==> config.mk <==
export PLATFORM = sky130hd
export DESIGN_NAME = reply_frame_collector
export DESIGN_NICKNAME = d
export VERILOG_FILES = /design/src/hdl/rfc_pkg.sv /design/src/hdl/rfc_ram.sv /design/src/hdl/rfc_wr.sv /design/src/hdl/rfc_rd.sv /design/src/hdl/reply_frame_collector.sv
export VERILOG_INCLUDE_DIRS = /design/src /design/src/hdl
export SDC_FILE = /design/constraint.sdc
export NUM_CORES = 1
export LEC_CHECK = 0
export BUFFER_PORTS_ARGS = -buffer_cell sky130_fd_sc_hd__clkbuf_2
export CELL_PAD_IN_SITES_DETAIL_PLACEMENT = 1
export CELL_PAD_IN_SITES_GLOBAL_PLACEMENT = 2
export CORE_AREA = 2 2 199 142
export CTS_BUF_LIST = sky130_fd_sc_hd__clkbuf_8
export CTS_CLUSTER_DIAMETER = 120
export DETAILED_ROUTE_END_ITERATION = 10
export DIE_AREA = 0 0 201 144
export PLACE_DENSITY_LB_ADDON = 0.1
export SETUP_SLACK_MARGIN = 0.3
export SLEW_MARGIN = 25
export SYNTH_ARGS = -nofsm -noshare
export SYNTH_HDL_FRONTEND = slang
export SYNTH_HIERARCHICAL = 1
export SYNTH_SLANG_ARGS = --single-unit
export TNS_END_PERCENT = 50
==> constraint.sdc <==
create_clock -name clk -period 3.24 [get_ports clk]
set_clock_uncertainty 0.1 [all_clocks]
set_input_delay 0.486 -clock clk [delete_from_list [all_inputs] [get_ports clk]]
set_output_delay 0.486 -clock clk [all_outputs]
set_load 0.1 [all_outputs]
==> src/hdl/reply_frame_collector_macros.svh <==
// Assertion macros for the reply frame collector.
`ifndef REPLY_FRAME_COLLECTOR_MACROS_SVH
`define REPLY_FRAME_COLLECTOR_MACROS_SVH
`ifndef SYNTHESIS
// Same-cycle implication, sampled on clk, off during reset.
`define RFC_ASSERT_IMP(lbl, ante, cons, msg) \
  lbl: assert property (@(posedge clk) disable iff (!rst_n) (ante) |-> (cons)) else $error(msg);
// Next-cycle implication, sampled on clk, off during reset.
`define RFC_ASSERT_NXT(lbl, ante, cons, msg) \
  lbl: assert property (@(posedge clk) disable iff (!rst_n) (ante) |=> (cons)) else $error(msg);
`else
`define RFC_ASSERT_IMP(lbl, ante, cons, msg)
`define RFC_ASSERT_NXT(lbl, ante, cons, msg)
`endif
`endif

==> src/hdl/rfc_pkg.sv <==
// Shared constants, types and helpers for the reply frame collector.
`default_nettype none
package rfc_pkg;

  localparam int MAX_FRAME_BYTES = 32;
  localparam int ADDR_W          = $clog2(MAX_FRAME_BYTES);
  localparam int FILL_W          = $clog2(MAX_FRAME_BYTES + 1);
  localparam int BYTE_W          = 8;
  localparam int INDEX_W         = 5;
  localparam int LEN_W           = 6;

  localparam logic OP_BYTE    = 1'b0;
  localparam logic OP_RELEASE = 1'b1;

  localparam logic [BYTE_W-1:0] CH_DOLLAR = 8'h24;
  localparam logic [BYTE_W-1:0] CH_GT     = 8'h3E;
  localparam logic [BYTE_W-1:0] CH_HASH   = 8'h23;
  localparam logic [BYTE_W-1:0] CH_CR     = 8'h0D;

  typedef struct packed {
    logic              opcode;
    logic [BYTE_W-1:0] rx_byte;
  } rfc_in_t;

  typedef struct packed {
    logic [BYTE_W-1:0]  frame_byte;
    logic [INDEX_W-1:0] byte_index;
    logic [LEN_W-1:0]   frame_length;
    logic               last;
  } rfc_out_t;

  // Request from the capture side to start walking a completed frame.
  typedef struct packed {
    logic              start;
    logic [FILL_W-1:0] len;
  } rfc_emit_req_t;

  // Capture-side status.
  typedef struct packed {
    logic              frame_ready;
    logic [FILL_W-1:0] fill;
  } rfc_wr_stat_t;

  function automatic logic is_start_char(input logic [BYTE_W-1:0] b);
    is_start_char = (b == CH_DOLLAR) || (b == CH_GT) || (b == CH_HASH);
  endfunction

endpackage
`default_nettype wire

==> src/hdl/rfc_ram.sv <==
// Generic single-write, single-read RAM with registered read data.
`default_nettype none
module rfc_ram #(
  parameter int WIDTH = 8,
  parameter int DEPTH = 32
) (
  input  wire logic                     clk,
  input  wire logic                     we,
  input  wire logic [$clog2(DEPTH)-1:0] waddr,
  input  wire logic [WIDTH-1:0]         wdata,
  input  wire logic                     re,
  input  wire logic [$clog2(DEPTH)-1:0] raddr,
  output logic      [WIDTH-1:0]         rdata
);

  logic [WIDTH-1:0] mem [DEPTH];

  always_ff @(posedge clk) begin
    if (we) begin
      mem[waddr] <= wdata;
    end
    if (re) begin
      rdata <= mem[raddr];
    end
  end

endmodule
`default_nettype wire

==> src/hdl/rfc_wr.sv <==
// Capture side: start hunt, byte store writes, fill count and ready flag.
`default_nettype none
module rfc_wr import rfc_pkg::*; (
  input  wire logic                 clk,
  input  wire logic                 rst_n,
  input  wire logic                 in_accept,
  input  wire rfc_in_t              in_data,
  output logic                      we,
  output logic      [ADDR_W-1:0]    waddr,
  output logic      [BYTE_W-1:0]    wdata,
  output rfc_emit_req_t             emit,
  output rfc_wr_stat_t              stat
);

  logic [FILL_W-1:0] fill_r, fill_nxt;
  logic              ready_r, ready_nxt;

  always_comb begin
    fill_nxt   = fill_r;
    ready_nxt  = ready_r;
    we         = 1'b0;
    waddr      = fill_r[ADDR_W-1:0];
    wdata      = in_data.rx_byte;
    emit.start = 1'b0;
    emit.len   = fill_r;
    if (in_accept) begin
      if (in_data.opcode == OP_RELEASE) begin
        ready_nxt = 1'b0;
        fill_nxt  = '0;
      end else if (!ready_r) begin
        if (fill_r == '0) begin
          if (is_start_char(in_data.rx_byte)) begin
            we       = 1'b1;
            fill_nxt = FILL_W'(1);
          end
        end else if (in_data.rx_byte == CH_CR) begin
          ready_nxt  = 1'b1;
          emit.start = 1'b1;
        end else if (fill_r < FILL_W'(MAX_FRAME_BYTES)) begin
          we       = 1'b1;
          fill_nxt = fill_r + FILL_W'(1);
        end else begin
          // overflow: drop the frame, the byte is not a new start
          fill_nxt = '0;
        end
      end
    end
  end

  always_ff @(posedge clk) begin
    if (!rst_n) begin
      fill_r  <= '0;
      ready_r <= 1'b0;
    end else begin
      fill_r  <= fill_nxt;
      ready_r <= ready_nxt;
    end
  end

  assign stat.frame_ready = ready_r;
  assign stat.fill        = fill_r;

endmodule
`default_nettype wire

==> src/hdl/rfc_rd.sv <==
// Emit side: walks the byte store and feeds the result register.
`default_nettype none
module rfc_rd import rfc_pkg::*; (
  input  wire logic                 clk,
  input  wire logic                 rst_n,
  input  wire rfc_emit_req_t        emit,
  input  wire logic                 out_ready,
  input  wire logic [BYTE_W-1:0]    rdata,
  output logic                      re,
  output logic      [ADDR_W-1:0]    raddr,
  output logic                      out_valid,
  output rfc_out_t                  out_data,
  output logic                      busy
);

  logic              walk_r, walk_nxt;
  logic [ADDR_W-1:0] idx_r, idx_nxt;
  logic [FILL_W-1:0] len_r, len_nxt;
  logic              pend_r;
  logic [ADDR_W-1:0] pend_idx_r;
  logic              pend_last_r;
  logic              oval_r, oval_nxt;
  rfc_out_t          out_r;
  logic              issue;
  logic              is_last;

  assign is_last = (FILL_W'(idx_r) == (len_r - FILL_W'(1)));
  // one read in flight at most; it lands in a result register known free
  assign issue   = walk_r && !pend_r && (!oval_r || out_ready);
  assign re      = issue;
  assign raddr   = idx_r;

  always_comb begin
    walk_nxt = walk_r;
    idx_nxt  = idx_r;
    len_nxt  = len_r;
    if (emit.start) begin
      walk_nxt = 1'b1;
      idx_nxt  = '0;
      len_nxt  = emit.len;
    end else if (issue) begin
      if (is_last) begin
        walk_nxt = 1'b0;
      end else begin
        idx_nxt = idx_r + ADDR_W'(1);
      end
    end
  end

  always_comb begin
    oval_nxt = oval_r;
    if (pend_r) begin
      oval_nxt = 1'b1;
    end else if (oval_r && out_ready) begin
      oval_nxt = 1'b0;
    end
  end

  always_ff @(posedge clk) begin
    if (!rst_n) begin
      walk_r <= 1'b0;
      pend_r <= 1'b0;
      oval_r <= 1'b0;
    end else begin
      walk_r <= walk_nxt;
      pend_r <= issue;
      oval_r <= oval_nxt;
    end
  end

  always_ff @(posedge clk) begin
    idx_r <= idx_nxt;
    len_r <= len_nxt;
    if (issue) begin
      pend_idx_r  <= idx_r;
      pend_last_r <= is_last;
    end
    if (pend_r) begin
      out_r.frame_byte   <= rdata;
      out_r.byte_index   <= INDEX_W'(pend_idx_r);
      out_r.frame_length <= LEN_W'(len_r);
      out_r.last         <= pend_last_r;
    end
  end

  assign out_valid = oval_r;
  assign out_data  = out_r;
  assign busy      = walk_r | pend_r;

endmodule
`default_nettype wire

==> src/hdl/reply_frame_collector.sv <==
// Top level of the reply frame collector: capture, byte store and emit sequencer.
//
//  channel | signals                      | moves
//  --------+------------------------------+-----------------------------------------
//  in      | in_valid in_ready in_data    | one request: received byte or release
//  out     | out_valid out_ready out_data | one frame byte with index, length, last
//
// A received byte or a release is handled by the capture side, which writes the
// store directly. A CR that completes a frame starts the emit sequencer, which reads
// the store one byte per access: each byte is read from the store and loaded into the
// result register before the next read, and new requests wait until the walk is done.
// The store needs no clearing: only entries written in the current frame are read.
// Synchronous active-low reset clears fill count, ready flag and the sequencer.
// A stalled out channel holds the current byte and pauses further store reads.
`default_nettype none
`include "reply_frame_collector_macros.svh"
module reply_frame_collector import rfc_pkg::*; (
  input  wire logic     clk,
  input  wire logic     rst_n,
  input  wire logic     in_valid,
  output logic          in_ready,
  input  wire rfc_in_t  in_data,
  output logic          out_valid,
  input  wire logic     out_ready,
  output rfc_out_t      out_data
);

  logic              in_accept;
  logic              rd_busy;

  // store ports
  logic              ram_we;
  logic [ADDR_W-1:0] ram_waddr;
  logic [BYTE_W-1:0] ram_wdata;
  logic              ram_re;
  logic [ADDR_W-1:0] ram_raddr;
  logic [BYTE_W-1:0] ram_rdata;

  rfc_emit_req_t     emit;
  rfc_wr_stat_t      wr_stat;

  // Requests wait only while a frame walk is under way; a finished byte
  // sitting in the result register does not hold the input off.
  assign in_ready  = !rd_busy;
  assign in_accept = in_valid && in_ready;

  rfc_wr u_wr (
    .clk       (clk),
    .rst_n     (rst_n),
    .in_accept (in_accept),
    .in_data   (in_data),
    .we        (ram_we),
    .waddr     (ram_waddr),
    .wdata     (ram_wdata),
    .emit      (emit),
    .stat      (wr_stat)
  );

  // Frame byte store, one entry per byte position.
  rfc_ram #(
    .WIDTH (BYTE_W),
    .DEPTH (MAX_FRAME_BYTES)
  ) u_store (
    .clk   (clk),
    .we    (ram_we),
    .waddr (ram_waddr),
    .wdata (ram_wdata),
    .re    (ram_re),
    .raddr (ram_raddr),
    .rdata (ram_rdata)
  );

  rfc_rd u_rd (
    .clk       (clk),
    .rst_n     (rst_n),
    .emit      (emit),
    .out_ready (out_ready),
    .rdata     (ram_rdata),
    .re        (ram_re),
    .raddr     (ram_raddr),
    .out_valid (out_valid),
    .out_data  (out_data),
    .busy      (rd_busy)
  );

  // A completed frame always holds at least its start character.
  `RFC_ASSERT_IMP(a_emit_nonempty, emit.start, emit.len != '0, "empty frame emitted")
  // Starting a walk keeps new requests off on the next cycle.
  `RFC_ASSERT_NXT(a_emit_busy, emit.start, rd_busy, "walk did not start")
  // The frame stays marked ready for the whole walk.
  `RFC_ASSERT_IMP(a_busy_ready, rd_busy, wr_stat.frame_ready, "walk without ready frame")
  // The fill count never runs past the store.
  `RFC_ASSERT_IMP(a_fill_range, 1'b1, wr_stat.fill <= FILL_W'(MAX_FRAME_BYTES), "fill overrun")
  // The last byte sits at the end of its frame.
  `RFC_ASSERT_IMP(a_last_pos, out_valid && out_data.last,
    out_data.byte_index == INDEX_W'(out_data.frame_length - LEN_W'(1)), "last flag misplaced")

endmodule
`default_nettype wire

==> flow_summary.ini, run 1 <==
[status]
outcome = finished, final reports clean

[clock_tree]
htree_num_levels = 2
cts_hold_buf = 0
cts_buffers = 49
root_buffer = clkbuf_8
clk_pin_slew_ns = 0.06
cts_tree = done
clock_sinks = 311
insertion_delay_ns = 0.57
clockBufferDepth = 3

[synth]
syn_area_um2 = 12300
synth_cells = 582
synth_area_per_cell_um2 = 21.1
ys_warn_count = 6
syn_nets = 599

[flow_run]
cap_violations = 0

[die]
rows = 51
die_height_um = 144
start_util_pct = 45.0
dieArea_um2 = 28900
core-area_um2 = 27200
die_x_um = 201
num_io_pins = 35

[place]
place_ws_ns = -0.202
gp_congestion = 0.794
dp_cells = 990
dp.final_hpwl_um = 17700
portBuffers = 34

[finish]
layout_commonest_cell = edfxtp_1
syn2layout_area_growth_pct = 15.1
layout_common_cells = 296 x edfxtp_1, 80 x mux4_2, 51 x clkbuf_8
antenna_cells = 0
final_cells = 1079
nets = 692
post-route-util_pct = 51.7
drive_gt1_share_pct = 38.6

[sta]
setup_slack_ns = 0.428
worstMarginPinSlew_ns = 0.703
worst_slew_margin_rel_pct = 52.9
fin_tns_setup_ns = 0
rsz0062_at_grt = no
slew_viol_final = 0
setup_viol = 0
hold_violations = 0
fmax_mhz = 356
fin_crit_sh_pct = 86.8
whs_ns = 0.222
layout_min_cycle_time_ns = 2.81

[hold_path]
min_path_type = primary input to flop

[critical_path]
worstPathMaxFanout = 8
critPathKind = flop to flop
endpoint_kind = flop
cp-start-kind = flop
worst_ep_required_time_ns = 3.34
worstPathArrival_ns = 2.91

[power]
clkPwrFrac_pct = 39.4
p_leak_nw = 4.51
power_per_cell_area_nw_per_um2 = 525
intPower_mw = 5.86
switching_share_pct = 20.9
switchingPower_mw = 1.55
p_seq_share_pct = 59.2
ir_drop_v = 0.000323
comb_power_share_pct = 1.4

[detailed_routing]
routed_wl_um = 27600
wire_per_inst_um = 25.6
antenna_left = 0
drc = 0
dr.pass1.iters = 5
drtIter0Drc = 467
vias = 5927
via_per_inst = 5.49

[global_route]
grt-ovfl-total = 0
track_usage_pct = 20.0
grt_pass1_wl_um = 41200
grt_max_degree = 35
grt_pass1_vias = 6124
antenna_found_initial = 2
==> routing by layer <==
layer  vias up  share of wire (%)  track usage (%)
met2       133                 43             27.9
li1       2586                  -                -
met5         -                  0                0
met1      3173                 50             31.6
met3        35                5.4             4.17
met4         0                1.6             5.73
==> stage by stage <==
step | cell area, µm² | total power, mW
after detailed placement | 13100 | 4.58
after floorplan | 12300 | 4.52
after global routing | 14100 | 7.68
final | 14100 | 7.41
after CTS | 14100 | 7.51
after global placement | 13100 | 4.57
==> area by class of cell <==
cell class | count | area, µm²
clock buffers | 51 | 702
clock inverters | 33 | 138
fillers | 2487 | 13100
inverters | 10 | 37.5
multi-input cells | 227 | 2950
flip-flops and latches | 311 | 9200
well taps | 371 | 464
repair buffers | 76 | 611
==> flip-flops by register name (all words and copies together), names as in the netlist <==
| register | flops |
|---|---|
| u_store/mem | 256 |
| u_rd/out_data | 20 |
| u_store/rdata | 8 |
| u_rd/len_r | 6 |
| u_wr/fill_r | 6 |
| u_rd/pend_idx_r | 5 |
| u_rd/raddr | 5 |
| u_rd/out_valid | 1 |
| u_rd/pend_last_r | 1 |
| u_rd/pend_r | 1 |
| u_rd/walk_r | 1 |
| u_wr/ready_r | 1 |
==> power by group through the flow <==
| stage | sequential, mW | combinational (mW) | clock (mW) |
|---|---|---|---|
| detailed placement | 4.47 | 0.108 | 0 |
| global placement | 4.47 | 0.102 | 0 |
| CTS | 4.39 | 0.108 | 3.02 |
| global route | 4.39 | 0.115 | 3.17 |
| floorplan | 4.47 | 0.0483 | 0 |
| finish | 4.39 | 0.104 | 2.92 |
==> final timing paths <==
check / start / end / slack (ns) / cells after the start
worst max-delay path: u_wr/fill_r[0] / u_store/mem[27][4] / 0.43 / 8
worst min-delay path: out_ready / u_rd/out_valid / 0.22 / 4
worst max register to register: u_wr/fill_r[0] / u_store/mem[27][4] / 0.43 / 8
worst min register to register: u_rd/pend_last_r / u_rd/out_data[0] / 0.32 / 0
==> repair_timing <==
action,CTS,global route
gates resized for setup,17,8
setup endpoints to repair,256,141
pin swaps,3,1
buffers inserted,5,0
==> worst max-delay path, cell delays in order (launching register included) <==
cell and delay, ns:
dfxtp_1 0.31, inv_1 0.08, ha_1 0.16, or4b_4 0.51, o2111ai_4 0.21, nor2b_4 0.22, nand3_1 0.09, buf_4 0.20
nor2_1 0.57
(Power assumes the default switching activity.)
==> inputs of run 2 (changes only) <==
Clock period 3.24 ns to 2.4 ns, I/O delays scaled along.
==> flow_summary.ini, run 2 (synthesis results as in run 1) <==
[detailed_routing]
via_per_inst = 5.53
dr.pass1.iters = 5
routed_wl_um = 28500
drtIter0Drc = 428
vias = 6151
drc = 0
antenna_left = 0
wire_per_inst_um = 25.6

[hold_path]
min_from = rst_n
min_path_type = primary input to flop
hold_end = u_rd/pend_r
hold-path-cell-count = 2

[global_route]
grt-ovfl-total = 0
grt_pass1_vias = 6442
track_usage_pct = 20.1
grt_max_degree = 35
grt_pass1_wl_um = 41800
antenna_found_initial = 4

[finish]
layout_commonest_cell = edfxtp_1
nets = 726
largest-register = u_store/mem
drive_gt1_share_pct = 42.1
layout_common_cells = 296 x edfxtp_1, 80 x mux4_2, 51 x clkbuf_8
design_area_um2 = 14600
syn2layout_area_growth_pct = 19.2
largest_reg_flops = 256
antenna_cells = 0
post-route-util_pct = 53.6

[critical_path]
r2r_slack_ns = -0.27
worst_ep_required_time_ns = 2.57
r2r-end = u_store/mem[4][0]
crit_slowest_cell = or3b_4
reg2reg_depth = 8
path_cells = inv_2, ha_4, or4b_4, o2111ai_4, nor2b_4, or3b_4, nor2_4, buf_12
cp-start-kind = flop
worstPathMaxFanout = 8
endpoint_kind = flop
max_stage_delay_ns = 0.54
critPathKind = flop to flop
worstPathArrival_ns = 2.85
rr_startpoint = u_wr/fill_r[0]

[clock_tree]
cts_hold_buf = 0
htree_num_levels = 2
cts_buffers = 48
clk_pin_slew_ns = 0.06
root_buffer = clkbuf_8
insertion_delay_ns = 0.57
cts_tree = done
clockBufferDepth = 3
clock_sinks = 311

[die]
core-area_um2 = 27200
die_height_um = 144
num_io_pins = 35
dieArea_um2 = 28900
start_util_pct = 45.0
rows = 51
die_x_um = 201

[place]
portBuffers = 34
place_area_um2 = 13500
gp_congestion = 0.770
dp.final_hpwl_um = 18400

[sta]
hold_violations = 0
fmax_mhz = 374
slew_viol_final = 0
setup_viol = 264
worstMarginPinSlew_ns = 0.561
worst_slew_margin_rel_pct = 62.7
fin_crit_sh_pct = 111
whs_ns = 0.103
setup_slack_ns = -0.274
layout_min_cycle_time_ns = 2.67
rsz0062_at_grt = yes

[status]
failed_checks = negative setup slack
outcome = complete, but fails checks

[power]
power_per_cell_area_nw_per_um2 = 682
ir_drop_v = 0.000398
p_leak_nw = 4.75

[flow_run]
cap_violations = 0
-- run 2: cell types whose count changed in the layout (fill, tap and decap cells not counted), moves of 5 or more --
cell      change
mux2_2        -8
buf_4         +6
buf_6        +27
nor2_2       -12
mux2_4       +11
clkinv_2      -5
nor2_1        +8
-- run 2: worst max path at each step --
stage,slack [ns],to,depth (start not counted),from
after floorplan,-0.29,u_store/mem[24][0],8,in_data[1]
after global placement,-0.50,u_store/mem[8][4],8,in_data[1]
after detailed placement,-0.56,u_store/mem[4][0],8,in_data[1]
after CTS,-0.34,u_store/mem[12][7],7,u_wr/fill_r[0]
after global routing,-0.37,u_store/mem[12][7],7,u_wr/fill_r[0]
final,-0.27,u_store/mem[4][0],8,u_wr/fill_r[0]
-- run 2: critical path: cells and delay by family (launching register included) --
kind | cells | cell delay [ns]
AOI/OAI and AO/OA | 1 | 0.21
adders and majority gates | 1 | 0.11
buffers and inverters | 2 | 0.21
DFF | 1 | 0.32
and+or+nand+nor | 4 | 1.40
-- run 2: stage by stage --
stage                     std cells  power, mW  TNS [ns]  setup WS, ns
after floorplan                 582       6.11    -55.65        -0.287
after global placement         1025       6.18   -101.68        -0.502
after detailed placement       1025       6.19   -112.01        -0.560
after CTS                      1111       10.1    -48.84        -0.335
after global routing           1112       10.3    -70.61        -0.367
final                          1112       9.96    -45.65        -0.274
-- run 2: power breakdown --
group,switching [mW],total (mW),internal [mW]
sequential,0.00112,5.92,5.92
combinational,0.107,0.149,0.0416
clock,1.97,3.89,1.91
-- run 2: cell type report --
cell class	instances	area (µm²)
Clock buffer	50	688
Clock inverter	32	129
Multi-Input combinational cell	227	3090
Tap cell	371	464
Sequential cell	311	9200
Timing Repair Buffer	111	1010
Fill cell	2414	12600
Inverter	10	37.5
-- run 2: repair_timing --
| action | 4_1_cts | 5_1_grt |
|---|---|---|
| pin swaps | 16 | 12 |
| buffers inserted | 4 | 1 |
| setup endpoints to repair | 281 | 281 |
| resized for setup | 49 | 21 |
-- run 2: routing by layer --
metal	part of all wire, %	GRT usage (%)	vias up
met5	0	0	-
met4	1.6	5.54	0
met3	5.6	4.15	50
met2	44	29.3	143
met1	48	30.9	3304
li1	-	-	2654
==> inputs of run 3 (changes only) <==
--- a/constraint.sdc
+++ b/constraint.sdc
@@ -3,3 +3,3 @@
 set_input_delay 0.36 -clock clk [delete_from_list [all_inputs] [get_ports clk]]
 set_output_delay 0.36 -clock clk [all_outputs]
-set_load 0.1 [all_outputs]
+set_load 0.05 [all_outputs]
==> flow_summary.ini, run 3 (synthesis results as in run 1) <==
[status]
outcome = complete, but fails checks
failed_checks = negative setup slack

[sta]
slew_viol_final = 0
fin_crit_sh_pct = 112
layout_min_cycle_time_ns = 2.68
worstMarginPinSlew_ns = 0.436
setup_viol = 267
fin_tns_setup_ns = -41.26
worst_slew_margin_rel_pct = 70.5
rsz0062_at_grt = yes
setup_slack_ns = -0.279
hold_violations = 0
fmax_mhz = 373

[finish]
layout_commonest_cell = edfxtp_1
post-route-util_pct = 53.4
largest_reg_flops = 256
syn2layout_area_growth_pct = 18.8
layout_common_cells = 296 x edfxtp_1, 80 x mux4_2, 53 x clkbuf_8
antenna_cells = 0
nets = 729
largest-register = u_store/mem
final_cells = 1121
drive_gt1_share_pct = 40.4

[power]
switchingPower_mw = 2.15
p_total_mw = 10.3
p_seq_share_pct = 57.7
switching_share_pct = 21.0
p_leak_nw = 4.77
intPower_mw = 8.11
power_per_cell_area_nw_per_um2 = 705
ir_drop_v = 0.000430
comb_power_share_pct = 1.5
clkPwrFrac_pct = 40.8

[die]
rows = 51
start_util_pct = 45.0
dieArea_um2 = 28900
num_io_pins = 35
core-area_um2 = 27200
die_x_um = 201
die_height_um = 144

[critical_path]
worstPathMaxFanout = 8
crit_slowest_cell = or3b_4
max_stage_delay_ns = 0.55
endpoint_kind = flop
critPathKind = flop to flop
crit_start = u_rd/walk_r
rr_startpoint = u_rd/walk_r
worst_ep_required_time_ns = 2.58
cp_top_family = simple AND/OR/NAND/NOR gates
crit_buf_inv = 1
path_cells = or2_2, nor2b_2, nor2b_4, o211ai_1, nor2b_4, or3b_4, nor2_4, buf_12
cp-start-kind = flop
crit_top_cell = nor2b_4
worstPathArrival_ns = 2.86

[global_route]
grt_pass1_vias = 6473
grt_max_degree = 35
top_usage_layer = met1
use_met3_pct = 4.30
grtUsageMet2_pct = 30.0
use_met1_pct = 31.3
track_usage_pct = 20.5
antenna_found_initial = 0
grt-ovfl-total = 0
grt_pass1_wl_um = 42400

[hold_path]
min_path_type = primary input to flop
min_from = rst_n

[clock_tree]
cts_buffers = 49
htree_num_levels = 2
cts_hold_buf = 0
insertion_delay_ns = 0.57
clockBufferDepth = 3
clock_sinks = 311
clk_pin_slew_ns = 0.07
cts_tree = done
root_buffer = clkbuf_8

[place]
portBuffers = 34
place_ws_ns = -0.605
gp_congestion = 0.757
dp_cells = 1029
dp.final_hpwl_um = 18600

[detailed_routing]
antenna_left = 0
drtIter0Drc = 501
dr.pass1.iters = 5
wire_per_inst_um = 25.3
vias = 6107
routed_wl_um = 28400
drc = 0
via_per_inst = 5.45

[flow_run]
cap_violations = 0
==> run 3: changes by cell type in the layout (fill, tap and decap cells not counted), moves of 3 or more <==
| cell | delta |
|---|---|
| a21oi_1 | +3 |
| buf_4 | +7 |
| buf_6 | -6 |
| clkinv_1 | -5 |
| clkinv_2 | +5 |
| inv_1 | +4 |
| mux2_1 | +3 |
| mux2_2 | +8 |
| mux2_4 | -11 |
| nor2_1 | +7 |
| nor2_2 | -7 |
==> run 3: worst paths after layout <==
kind / end / cells after the start / slack [ns]
setup reg to reg: u_store/mem[12][0] / 8 / -0.28
hold reg to reg: u_rd/out_data[12] / 0 / 0.32
setup / recovery: u_store/mem[12][0] / 8 / -0.28
hold / removal: u_rd/pend_r / 2 / 0.09
==> run 3: area by class of cell <==
class | count | area (µm²)
tap | 371 | 464
clock inverter | 36 | 179
inverter | 10 | 37.5
clock buffer | 53 | 729
timing repair buffer | 113 | 1000
sequential | 311 | 9200
fill | 2446 | 12700
multi-input combinational | 227 | 2940
==> run 3: worst reg2reg max path: cells and delay by family, from the launching register on <==
kind,cells,cell delay [ns]
and+or+nand+nor,6,1.65
buffers and inverters,1,0.15
AOI/OAI and AO/OA,1,0.16
DFF,1,0.33
==> run 3: power by group through the flow <==
stage / sequential [mW] / combinational [mW] / clock (mW)
6_report: 5.92 / 0.150 / 4.19
5_1_grt: 5.92 / 0.165 / 4.54
4_1_cts: 5.92 / 0.155 / 4.32
3_5_place_dp: 6.04 / 0.155 / 0
3_3_place_gp: 6.04 / 0.145 / 0
2_1_floorplan: 6.04 / 0.0671 / 0
==> run 3: per-stage QoR <==
step           hold slack, ns  cell area (µm²)
2_1_floorplan           0.300            12400
3_3_place_gp            0.301            13500
3_5_place_dp            0.309            13500
4_1_cts                0.0491            14500
5_1_grt                0.0962            14600
6_report               0.0878            14600
==> run 3: metal layers <==
metal,share of wire (%),vias to the layer above
li1,-,2658
met1,49,3269
met2,45,140
met3,4.9,40
met4,1.6,0
met5,0,-
==> run 3: repair_timing <==
action | in CTS | in global routing
pin swaps | 2 | 3
endpoints found under the setup margin | 281 | 283
setup buffers | 2 | 1
resized for setup | 21 | 4
